===== src/rtl/dqc_pkg.sv =====
// Shared types and constants for the dotted-quad checker.
// No dependencies; every other file refers to it by scoped names.

package dqc_pkg;

    // Field widths
    localparam int unsigned SymbolWidth  = 8;
    localparam int unsigned VerdictWidth = 2;
    localparam int unsigned OctetWidth   = 9;
    localparam int unsigned DotWidth     = 3;

    // Character codes
    localparam logic [SymbolWidth-1:0] CharZero = 8'h30;
    localparam logic [SymbolWidth-1:0] CharNine = 8'h39;
    localparam logic [SymbolWidth-1:0] CharDot  = 8'h2E;

    // Octet limits: the accumulator saturates one above the largest octet
    localparam logic [OctetWidth-1:0] OctetMax = 9'd255;
    localparam logic [OctetWidth-1:0] OctetSat = 9'd256;

    // Dot counting: count saturates one above the required number
    localparam logic [DotWidth-1:0] DotsNeeded = 3'd3;
    localparam logic [DotWidth-1:0] DotsSat    = 3'd4;

    // First fault seen while scanning
    typedef enum logic [1:0] {
        FAULT_NONE     = 2'd0,
        FAULT_RANGE    = 2'd1,
        FAULT_NONDIGIT = 2'd2
    } fault_t;

    // Verdict codes
    localparam logic [VerdictWidth-1:0] VerdictRange  = 2'd0;
    localparam logic [VerdictWidth-1:0] VerdictValid  = 2'd1;
    localparam logic [VerdictWidth-1:0] VerdictDomain = 2'd2;

    // One character moving from the input register into the scanner
    typedef struct packed {
        logic                   valid;
        logic [SymbolWidth-1:0] symbol;
        logic                   final_char;
    } step_t;

    // Verdict moving from the scanner into the result register
    typedef struct packed {
        logic                    load;
        logic [VerdictWidth-1:0] verdict;
    } result_t;

endpackage


===== src/rtl/dqc_scan.sv =====
// Scan state of the dotted-quad checker: octet accumulator, dot count and fault flags.
// Depends on dqc_pkg.

module dqc_scan
(
    input  logic               clk,
    input  logic               rst_n,
    input  dqc_pkg::step_t     step,
    output dqc_pkg::result_t   result
);

    logic [dqc_pkg::OctetWidth-1:0] octet_reg, octet_next;
    logic [dqc_pkg::DotWidth-1:0]   dots_reg, dots_next;
    logic                           prev_dot_reg, prev_dot_next;
    logic                           at_start_reg, at_start_next;
    logic                           bad_reg, bad_next;
    dqc_pkg::fault_t                fault_reg, fault_next;

    logic        is_dot;
    logic        is_digit;
    logic [3:0]  digit;
    logic [12:0] product;
    logic        final_bad;
    dqc_pkg::fault_t final_fault;

    assign is_dot   = (step.symbol == dqc_pkg::CharDot);
    assign is_digit = (step.symbol >= dqc_pkg::CharZero) && (step.symbol <= dqc_pkg::CharNine);
    assign digit    = 4'(step.symbol - dqc_pkg::CharZero);

    // Multiply by ten as two shifts and an add, then add the digit
    assign product = {1'b0, octet_reg, 3'b000} + {3'b000, octet_reg, 1'b0}
                   + {9'd0, digit};

    // Update the scan state for one character
    always_comb
    begin
        octet_next    = octet_reg;
        dots_next     = dots_reg;
        prev_dot_next = prev_dot_reg;
        bad_next      = bad_reg;
        fault_next    = fault_reg;
        at_start_next = 1'b0;

        if (is_dot)
        begin
            if (at_start_reg || prev_dot_reg)
            begin
                bad_next = 1'b1;
            end
            if (dots_reg < dqc_pkg::DotsSat)
            begin
                dots_next = dots_reg + 3'd1;
            end
            if (fault_reg == dqc_pkg::FAULT_NONE && octet_reg > dqc_pkg::OctetMax)
            begin
                fault_next = dqc_pkg::FAULT_RANGE;
            end
            octet_next    = '0;
            prev_dot_next = 1'b1;
        end
        else
        begin
            prev_dot_next = 1'b0;
            if (is_digit)
            begin
                if (octet_reg < dqc_pkg::OctetSat)
                begin
                    octet_next = (product > 13'(dqc_pkg::OctetSat)) ? dqc_pkg::OctetSat
                                                                     : product[8:0];
                end
            end
            else if (fault_reg == dqc_pkg::FAULT_NONE)
            begin
                fault_next = dqc_pkg::FAULT_NONDIGIT;
            end
        end
    end

    // Close the string on its final character
    always_comb
    begin
        final_bad   = bad_next || is_dot || (dots_next != dqc_pkg::DotsNeeded);
        final_fault = fault_next;
        if (is_digit && final_fault == dqc_pkg::FAULT_NONE && octet_next > dqc_pkg::OctetMax)
        begin
            final_fault = dqc_pkg::FAULT_RANGE;
        end

        result.load = step.valid && step.final_char;
        if (final_bad)
        begin
            result.verdict = dqc_pkg::VerdictDomain;
        end
        else
        begin
            case (final_fault)
                dqc_pkg::FAULT_NONE:  result.verdict = dqc_pkg::VerdictValid;
                dqc_pkg::FAULT_RANGE: result.verdict = dqc_pkg::VerdictRange;
                default:              result.verdict = dqc_pkg::VerdictDomain;
            endcase
        end
    end

    // Advance the state per character; drop back to reset after a final one
    always_ff @(posedge clk or negedge rst_n)
    begin
        if (!rst_n)
        begin
            octet_reg    <= '0;
            dots_reg     <= '0;
            prev_dot_reg <= 1'b0;
            at_start_reg <= 1'b1;
            bad_reg      <= 1'b0;
            fault_reg    <= dqc_pkg::FAULT_NONE;
        end
        else if (step.valid)
        begin
            if (step.final_char)
            begin
                octet_reg    <= '0;
                dots_reg     <= '0;
                prev_dot_reg <= 1'b0;
                at_start_reg <= 1'b1;
                bad_reg      <= 1'b0;
                fault_reg    <= dqc_pkg::FAULT_NONE;
            end
            else
            begin
                octet_reg    <= octet_next;
                dots_reg     <= dots_next;
                prev_dot_reg <= prev_dot_next;
                at_start_reg <= at_start_next;
                bad_reg      <= bad_next;
                fault_reg    <= fault_next;
            end
        end
    end

endmodule


===== config.mk =====
export PLATFORM = sky130hd
export DESIGN_NAME = dqc_scan
export DESIGN_NICKNAME = d
export VERILOG_FILES = /design/src/rtl/dqc_pkg.sv /design/src/rtl/dqc_scan.sv
export SDC_FILE = /design/constraint.sdc
export NUM_CORES = 1
export LEC_CHECK = 0
export CORE_ASPECT_RATIO = 1.75
export CORE_MARGIN = 2
export CORE_UTILIZATION = 43
export CTS_CLUSTER_SIZE = 14
export DETAILED_ROUTE_END_ITERATION = 10
export DONT_BUFFER_PORTS = 1
export SYNTH_ARGS = -nofsm -noshare
export SYNTH_HDL_FRONTEND = slang
export SYNTH_SLANG_ARGS = --single-unit

===== constraint.sdc =====
create_clock -name clk -period 4.4 [get_ports clk]
set_input_delay 0.22 -clock clk [delete_from_list [all_inputs] [get_ports clk]]
set_output_delay 0.22 -clock clk [all_outputs]
set_load 0.05 [all_outputs]

==> results of run 1 <==
-- worst min-delay path by stage --
| stage | startpoint | to | slack, ps | cells after the start |
|---|---|---|---|---|
| floorplan | rst_n | bad_reg$_DFFE_PN0P_ | -80 | 0 |
| global placement | rst_n | fault_reg[0]$_DFFE_PN0P_ | -80 | 0 |
| detailed placement | rst_n | fault_reg[1]$_DFFE_PN0P_ | -80 | 0 |
| CTS | step[9] | at_start_reg$_DFFE_PN1P_ | 30 | 1 |
| global route | step[9] | at_start_reg$_DFFE_PN1P_ | 20 | 1 |
| finish | step[9] | at_start_reg$_DFFE_PN1P_ | 20 | 1 |
-- power by group --
group          leakage [nW]  internal [mW]  switching (mW)
clock                0.0228         0.0644          0.0546
combinational         0.456        0.00965          0.0190
sequential            0.231          0.159         0.00227
-- worst reg2reg max path, stage by stage, from the launching register on --
cell and delay, ps:
dfrtp_1 410, fa_1 550, inv_1 70, fa_1 560
nor4b_1 320, o211ai_1 180, a211oi_1 310, o2111ai_2 230
o21ai_1 190
-- synthesized netlist by cell type, drive strengths merged, types with 3 or more instances --
master / n / area share
nor2: 14 / 0.038
a31oi: 4 / 0.018
nand3: 3 / 0.014
xor2: 3 / 0.024
a21oi: 7 / 0.028
ha: 18 / 0.16
nand4: 4 / 0.018
nand2: 14 / 0.038
nand2b: 3 / 0.015
a211oi: 4 / 0.034
o21ai: 18 / 0.064
or2: 3 / 0.013
dfrtp: 16 / 0.29
a21o: 4 / 0.021
inv: 12 / 0.032
-- final cells by class --
class                      instances  area [µm²]
clock buffer                       4        45.0
fill                             321        1640
inverter                          12        45.0
multi-input combinational        124         918
sequential                        17         427
tap                               43        53.8
timing repair buffer               2        17.5
-- routing by layer --
layer	up-vias	wire [µm]	GRT usage
met4	0	42	0.0583
met5	-	0	0
met3	5	69	0.0204
li1	574	-	-
met2	17	2010	0.412
met1	563	1180	0.192
-- logic make-up (layout without fill, tap and decap cells) --
logic type      count (synthesis)  after routing  share of synthesized area
buf+inv                        14             18                     0.0385
mux                             1              1                    0.00805
simple gates                   50             50                      0.186
flops                          17             17                      0.305
compound gates                 50             50                      0.249
xor+xnor                        3              3                     0.0242
fa+ha+maj                      20             20                      0.190
-- through the flow --
step / hold WS [ps] / area [µm²] / util
3_3_place_gp: -75.2 / 1450 / 0.462
4_1_cts: 25.2 / 1510 / 0.479
2_1_floorplan: -75.6 / 1400 / -
3_5_place_dp: -75.2 / 1450 / 0.462
6_report: 23.6 / 1510 / 0.479
5_1_grt: 16.2 / 1510 / 0.479
-- what timing repair did --
item,CTS,global route
hold endpoints to repair,17,0
gates resized for setup,0,0
setup endpoints to repair,0,0
hold buffers,1,0
==> metrics.yaml, run 1 <==
status: "complete, no violations"
drtIter0Drc: 15
ys_ff_latch: 17
clk_path_buf_depth: 2
path_delay_family: "adder cells"
power.total_uw: 309
startpoint_type: "flop"
synth_warnings: 0
ys_seq_area_frac: 0.305
maxSlewHeadroom: 0.469
first_pass_iters: 4
grt_pass1_vias: 1206
drc: 0
slowest_delay_ps: 550
ant_nets: 0
skew_ps: 6.15
ys.flop_type: "dfrtp_1"
endpoint: "result[0]"
critPathMostFrequentCell: "fa_1"
worst-path-stages: 10
area_delta_synth_final_pct: 7.69
slowest_stage: "fa_1"
antennaDiodeCount: 0
stdcell_count: 202
vias: 1159
finalSetupTns_ps: 0
synth-async-reset-ratio: 1.00
critPathArrivalTime_ps: 3230
r2r_end: "octet_reg[0]$_DFFE_PN0P_"
die_x_um: 47.1
cts.htree.levels: 1
io_buffers: 0
cts_buffers: 3
antenna_found_initial: 0
cts_root_buffer: "clkbuf_8"
initial_core_util: 0.445
p_leak_nw: 0.710
avgSynthCellArea_um2: 9.02
postCtsSetupRepairBufs: 0
rrSetupSlack_ps: 1510
max_cap_viol_count: 0
drv_slew: 0
viasPerCell: 5.74
final_nets: 192
syn_inst: 155
synth-edff-count: 0
dp_slack_ps: 1220
rows: 27
grt_pass1_wl_um: 5490
clk_latency_ps: 260
setup_viol: 0
final_common_cell: "ha_1"
cts_sinks: 17
grt-ovfl-total: 0
gp_congestion: 0.898
startpoint: "octet_reg[0]$_DFFE_PN0P_"
worstPathRequired_ps: 4180
wl_per_cell_um: 16.4
die_area_um2: 3740
worstSetupEndpointType: "output port"
grt_max_degree: 18
power_density_nw_per_um2: 205
critPathKind: "flop to output port"
clkTransAtPathRegs_ps: 70
critPathBufInv: 2
syn-cell-area_um2: 1400
cp_cell_sequence: "fa_1 -> inv_1 -> fa_1 -> nand2b_2 -> a21oi_2 -> o2111ai_1 -> a211oi_4 -> nand3_2 -> nor4_2 -> buf_4"
worstHoldPathType: "primary input to flop"
peakVddDrop_mv: 0.0871
grt_util_all_layers: 0.203
setup_ws_ps: 947
core_um2: 3140
tritoncts: "yes"
synthesis.nets: 187
worstReg2RegStart: "octet_reg[0]$_DFFE_PN0P_"
post-route-period-util: 0.785
rsz0062_at_grt: "false"
drive_above_1_share: 0.113
r2r.worst_path.cells: 8
pin_count: 15
period_needed_ps: 3450
largest_register_ffs: 9
synth_cell_types: 47
hold_viol_final: 0
post-dp-hpwl_um: 2820
fmax_ghz: 0.290
die_h_um: 79.5
final_cell_mix: "ha_1, dfrtp_1, nor2_1, nand2_1, inv_1"
tightest_slew_ps: 793
totalWireLength_um: 3310
worstPathMaxFanout: 3
placed_cells: 197
No activity file was read; power rests on OpenSTA's default activity.
==> run 2: changes to the inputs <==
- ABC_AREA: default -> 1
- clock period: 4.4 -> 3.1 ns (I/O delays scaled with it)
==> metrics.yaml, run 2 <==
status: "complete, no violations"
internal_power_uw: 334
skew_ps: 4.28
finalSetupTns_ps: 0
antenna_found_initial: 0
critPathArrivalTime_ps: 2780
peakVddDrop_mv: 0.239
post-dp-hpwl_um: 3400
maxSlewHeadroom: 0.463
avgSynthCellArea_um2: 6.76
stdcell_count: 311
drc: 0
r2r.worst_path.cells: 16
totalWireLength_um: 4170
hold_viol_final: 0
worstPathMaxFanout: 4
ys_seq_area_frac: 0.248
syn-cell-area_um2: 1720
drtIter0Drc: 34
first_pass_iters: 4
synth-edff-count: 0
period_needed_ps: 2940
rrSetupSlack_ps: 460
grt_util_all_layers: 0.211
final.fill_count: 421
drive_above_1_share: 0.114
netlist.area_leader.share: 0.233
min_to: "prev_dot_reg$_DFFE_PN0P_"
holdWs_ps: 4.33
syn_inst: 254
cts_root_buffer: "clkbuf_8"
core_um2: 3870
comb_power_share: 0.115
max_cap_viol_count: 0
final_common_cell: "nand2_1"
tritoncts: "yes"
r2r_end: "octet_reg[3]$_DFFE_PN0P_"
synthesis.nets: 286
post-synth-top-area-cell: "dfrtp_1"
slowest_delay_ps: 530
path_delay_family: "adder cells"
worstReg2RegStart: "octet_reg[0]$_DFFE_PN0P_"
rows: 30
switching_share: 0.248
ys_ff_latch: 17
clk_latency_ps: 250
clk_path_buf_depth: 2
vias: 1577
power_density_nw_per_um2: 234
synth_area_leaders: "dfrtp_1, nand2_1, ha_1"
p_leak_nw: 1.10
final_cell_mix: "nand2_1, inv_1, nor2_1, ha_1, nand3_1"
cts_buffers: 3
initial_core_util: 0.444
grt_pass1_vias: 1606
critPathKind: "flop to output port"
fmax_ghz: 0.340
p_clk_frac: 0.370
final_area_um2: 1890
critPathMostFrequentCell: "nand2_1"
worstSetupEndpointType: "output port"
die_area_um2: 4540
worstHoldStart: "step[9]"
cts_sinks: 17
final_nets: 296
synth_common_cells: "nand2_1, inv_1, ha_1, nor2_1, nand3_1"
power.total_uw: 444
pin_count: 15
gp_congestion: 0.879
utilization: 0.490
startpoint_type: "flop"
drv_slew: 0
power_switching_uw: 110
placed_area_um2: 1790
die_h_um: 87.6
clkTransAtPathRegs_ps: 70
rsz0062_at_grt: "false"
io_buffers: 0
post-route-period-util: 0.948
synth_cell_types: 37
setup_ws_ps: 162
ys.flop_type: "dfrtp_1"
antennaDiodeCount: 0
cp_cell_sequence: "fa_1 -> inv_1 -> fa_2 -> nand3b_2 -> nand2_4 -> nand2_1 -> nand2_1 -> nand2_1 -> nand2_2 -> nand2_4 -> nor2_8 -> nand2_2 -> a21oi_4 -> buf_12"
wl_per_cell_um: 13.4
tightest_slew_ps: 803
grt-ovfl-total: 0
synth-async-reset-ratio: 1.00
worst-path-stages: 14
placed_cells: 301
area_delta_synth_final_pct: 10.3
yosysMostFrequentCell: "nand2_1"
slowest_stage: "fa_1"
grt_max_degree: 18
setup_viol: 0
dp_slack_ps: 224
worstHoldPathType: "primary input to flop"
worstPathRequired_ps: 2940
hold_path_depth: 1
critPathBufInv: 2
grt_pass1_wl_um: 7120
viasPerCell: 5.07
die_x_um: 51.8
p_seq_frac: 0.515
ant_nets: 0
largest_register_ffs: 9
synth_warnings: 0
cts.htree.levels: 1
[run 2: cell types whose count changed after synthesis, sizes merged, moves of 3 or more]
cell | before | now
nand3 | 3 | 18
nand2 | 14 | 101
nor2 | 14 | 21
a21o | 4 | 0
inv | 12 | 39
o21ai | 18 | 2
nand2b | 3 | 0
[run 2: layer usage]
metal,global-route usage,vias up,routed length [µm]
met4,0.0885,0,114
met1,0.215,730,1570
li1,-,821,-
met3,0.0102,10,37
met5,0,-,0
met2,0.423,16,2450
[run 2: final cells by class]
| class | count | area (µm²) | share of cell area |
|---|---|---|---|
| Multi-Input combinational cell | 195 | 1140 | 0.601 |
| Sequential cell | 17 | 427 | 0.225 |
| Inverter | 39 | 146 | 0.0773 |
| Timing Repair Buffer | 8 | 77.6 | 0.0410 |
| Tap cell | 48 | 60.1 | 0.0317 |
| Clock buffer | 4 | 45.0 | 0.0238 |
[run 2: cells by family after synthesis]
group                      count (synthesis)  synth area share
DFF                                       17             0.248
and+or+nand+nor                          151             0.403
muxes                                      1           0.00583
adders and majority gates                 20             0.154
buffers and inverters                     42            0.0969
AOI/OAI and AO/OA                         19            0.0670
xor gates and xnor gates                   4            0.0248
[run 2: worst max path at each step]
stage	from	end	slack, ps
after floorplan	octet_reg[0]$_DFFE_PN0P_	result[0]	180
after global placement	octet_reg[0]$_DFFE_PN0P_	result[0]	260
after detailed placement	octet_reg[0]$_DFFE_PN0P_	result[0]	220
after CTS	octet_reg[2]$_DFFE_PN0P_	result[0]	60
after global routing	octet_reg[0]$_DFFE_PN0P_	result[0]	9
final	octet_reg[0]$_DFFE_PN0P_	result[0]	160
[run 2: what timing repair did]
action / in CTS / in global routing
hold buffers: 2 / 0
gates resized for setup: 2 / 0
hold endpoints to repair: 20 / 0
endpoints found under the setup margin: 1 / 1
pin swaps: 0 / 1
buffers inserted: 1 / 3
[run 2: power by group through the flow]
stage | sequential [mW] | combinational [mW] | clock (mW)
finish | 0.229 | 0.0510 | 0.164
global route | 0.229 | 0.0580 | 0.176
CTS | 0.229 | 0.0510 | 0.171
detailed placement | 0.233 | 0.0424 | 0
global placement | 0.233 | 0.0432 | 0
floorplan | 0.232 | 0.0356 | 0
[run 2: worst reg2reg max path: stages, from the launching register on]
cell	delay, ps
dfrtp_1	400
fa_1	530
inv_1	70
fa_2	410
nand3b_2	240
nand2_4	100
nand2_1	60
nand2_1	60
nand2_1	50
nand2_2	80
nand2_4	70
nor2_8	100
buf_4	140
nand3_1	80
nand2_1	70
nand2_1	50
nand2_1	80
==> run 3: changes to the inputs <==
--- a/constraint.sdc
+++ b/constraint.sdc
@@ -3,2 +3,2 @@
 set_output_delay 0.155 -clock clk [all_outputs]
-set_load 0.05 [all_outputs]
+set_load 0.005 [all_outputs]
==> metrics.yaml, run 3 (synthesis results as in run 2) <==
status: "complete, no violations"
rrSetupSlack_ps: 470
cts_buffers: 3
comb_power_share: 0.108
die_x_um: 51.8
clkTransAtPathRegs_ps: 70
grt_util_all_layers: 0.206
cts_root_buffer: "clkbuf_8"
stdcell_count: 308
switching_share: 0.252
worstSetupEndpointType: "output port"
endpoint: "result[0]"
rsz0062_at_grt: "false"
startpoint: "octet_reg[2]$_DFFE_PN0P_"
gp_congestion: 0.894
pin_count: 15
post-dp-hpwl_um: 3340
grt-ovfl-total: 0
max_cap_viol_count: 0
io_buffers: 0
clk_latency_ps: 260
finalSetupTns_ps: 0
period_needed_ps: 2920
hold_viol_final: 0
final_cell_mix: "nand2_1, inv_1, nor2_1, ha_1, nand3_1"
ant_nets: 0
first_pass_iters: 4
rows: 30
fmax_ghz: 0.343
peakVddDrop_mv: 0.258
critPathKind: "flop to output port"
power_density_nw_per_um2: 239
setup_ws_ps: 184
initial_core_util: 0.444
die_area_um2: 4540
r2r_end: "octet_reg[1]$_DFFE_PN0P_"
clk_path_buf_depth: 2
cts.htree.levels: 1
largest_register_ffs: 9
startpoint_type: "flop"
grt_max_degree: 18
p_clk_frac: 0.376
setup_viol: 0
area_delta_synth_final_pct: 7.87
drv_slew: 0
critPathArrivalTime_ps: 2760
drc: 0
skew_ps: 7.30
grt_pass1_wl_um: 6930
p_seq_frac: 0.516
cts_sinks: 17
worstPathMaxFanout: 9
drive_above_1_share: 0.108
holdWs_ps: 61.7
r2r.worst_path.cells: 15
antenna_found_initial: 0
internal_power_uw: 332
worstReg2RegStart: "octet_reg[2]$_DFFE_PN0P_"
maxSlewHeadroom: 0.476
worstPathRequired_ps: 2940
totalWireLength_um: 4040
placed_cells: 300
tightest_slew_ps: 783
final_nets: 293
worstHoldPathType: "primary input to flop"
viasPerCell: 5.01
grt_pass1_vias: 1643
p_leak_nw: 1.09
dp_slack_ps: 338
wl_per_cell_um: 13.1
drtIter0Drc: 23
post-route-period-util: 0.941
antennaDiodeCount: 0
die_h_um: 87.6
core_um2: 3870
vias: 1543
final_common_cell: "nand2_1"
power_switching_uw: 112
tritoncts: "yes"
run 3: changes by cell type in the layout (fill, tap and decap cells not counted):
cell,before,now
a21oi_2,1,2
a21oi_4,1,0
buf_12,1,0
buf_4,5,3
clkbuf_1,1,0
clkinv_2,0,1
run 3: how the worst min path moves through the flow:
stage | start | endpoint | slack (ps) | cells past startpoint
2_1_floorplan | rst_n | bad_reg$_DFFE_PN0P_ | -140 | 0
3_3_place_gp | rst_n | octet_reg[1]$_DFFE_PN0P_ | -140 | 0
3_5_place_dp | rst_n | octet_reg[1]$_DFFE_PN0P_ | -140 | 0
4_1_cts | step[0] | at_start_reg$_DFFE_PN1P_ | 70 | 2
5_1_grt | step[0] | at_start_reg$_DFFE_PN1P_ | 80 | 2
6_report | step[0] | at_start_reg$_DFFE_PN1P_ | 60 | 2
run 3: area by class of cell:
class / instances / area [µm²]
tap: 48 / 60.1
multi-input combinational: 195 / 1130
sequential: 17 / 427
timing repair buffer: 5 / 42.5
clock inverter: 1 / 5.00
clock buffer: 3 / 41.3
fill: 397 / 2010
inverter: 39 / 146
run 3: repair_timing:
action | CTS | global route
hold buffers | 2 | 0
buffers inserted | 0 | 2
gates resized for setup | 0 | 2
endpoints found under the setup margin | 0 | 1
endpoints found under the hold margin | 21 | 0
run 3: metrics by stage:
step,cell area [µm²],util,total power [mW]
after floorplan,1720,-,0.265
after global placement,1770,0.457,0.273
after detailed placement,1770,0.457,0.273
after CTS,1830,0.474,0.450
after global routing,1850,0.479,0.464
final,1850,0.479,0.444
run 3: power groups by stage:
stage	clock, mW	sequential [mW]	combinational [mW]
floorplan	0	0.232	0.0332
global placement	0	0.233	0.0402
detailed placement	0	0.233	0.0403
CTS	0.173	0.229	0.0479
global route	0.180	0.229	0.0553
finish	0.167	0.229	0.0480
run 3: worst max-delay path, stage by stage (launching register included):
cell and delay (ps):
dfrtp_1 440, fa_1 530, inv_1 70, fa_2 410, nand3b_2 240, nand2_4 90
nand2_1 70, nand2_1 60, nand2_1 60, nand2_2 80, nand2_4 70, nor2_8 160
nand2_2 80, a21oi_2 150
run 3: layer usage:
metal / routed length, µm / global-route usage
met1: 1450 / 0.180
met2: 2290 / 0.411
met3: 107 / 0.0273
met4: 195 / 0.132
met5: 0 / 0
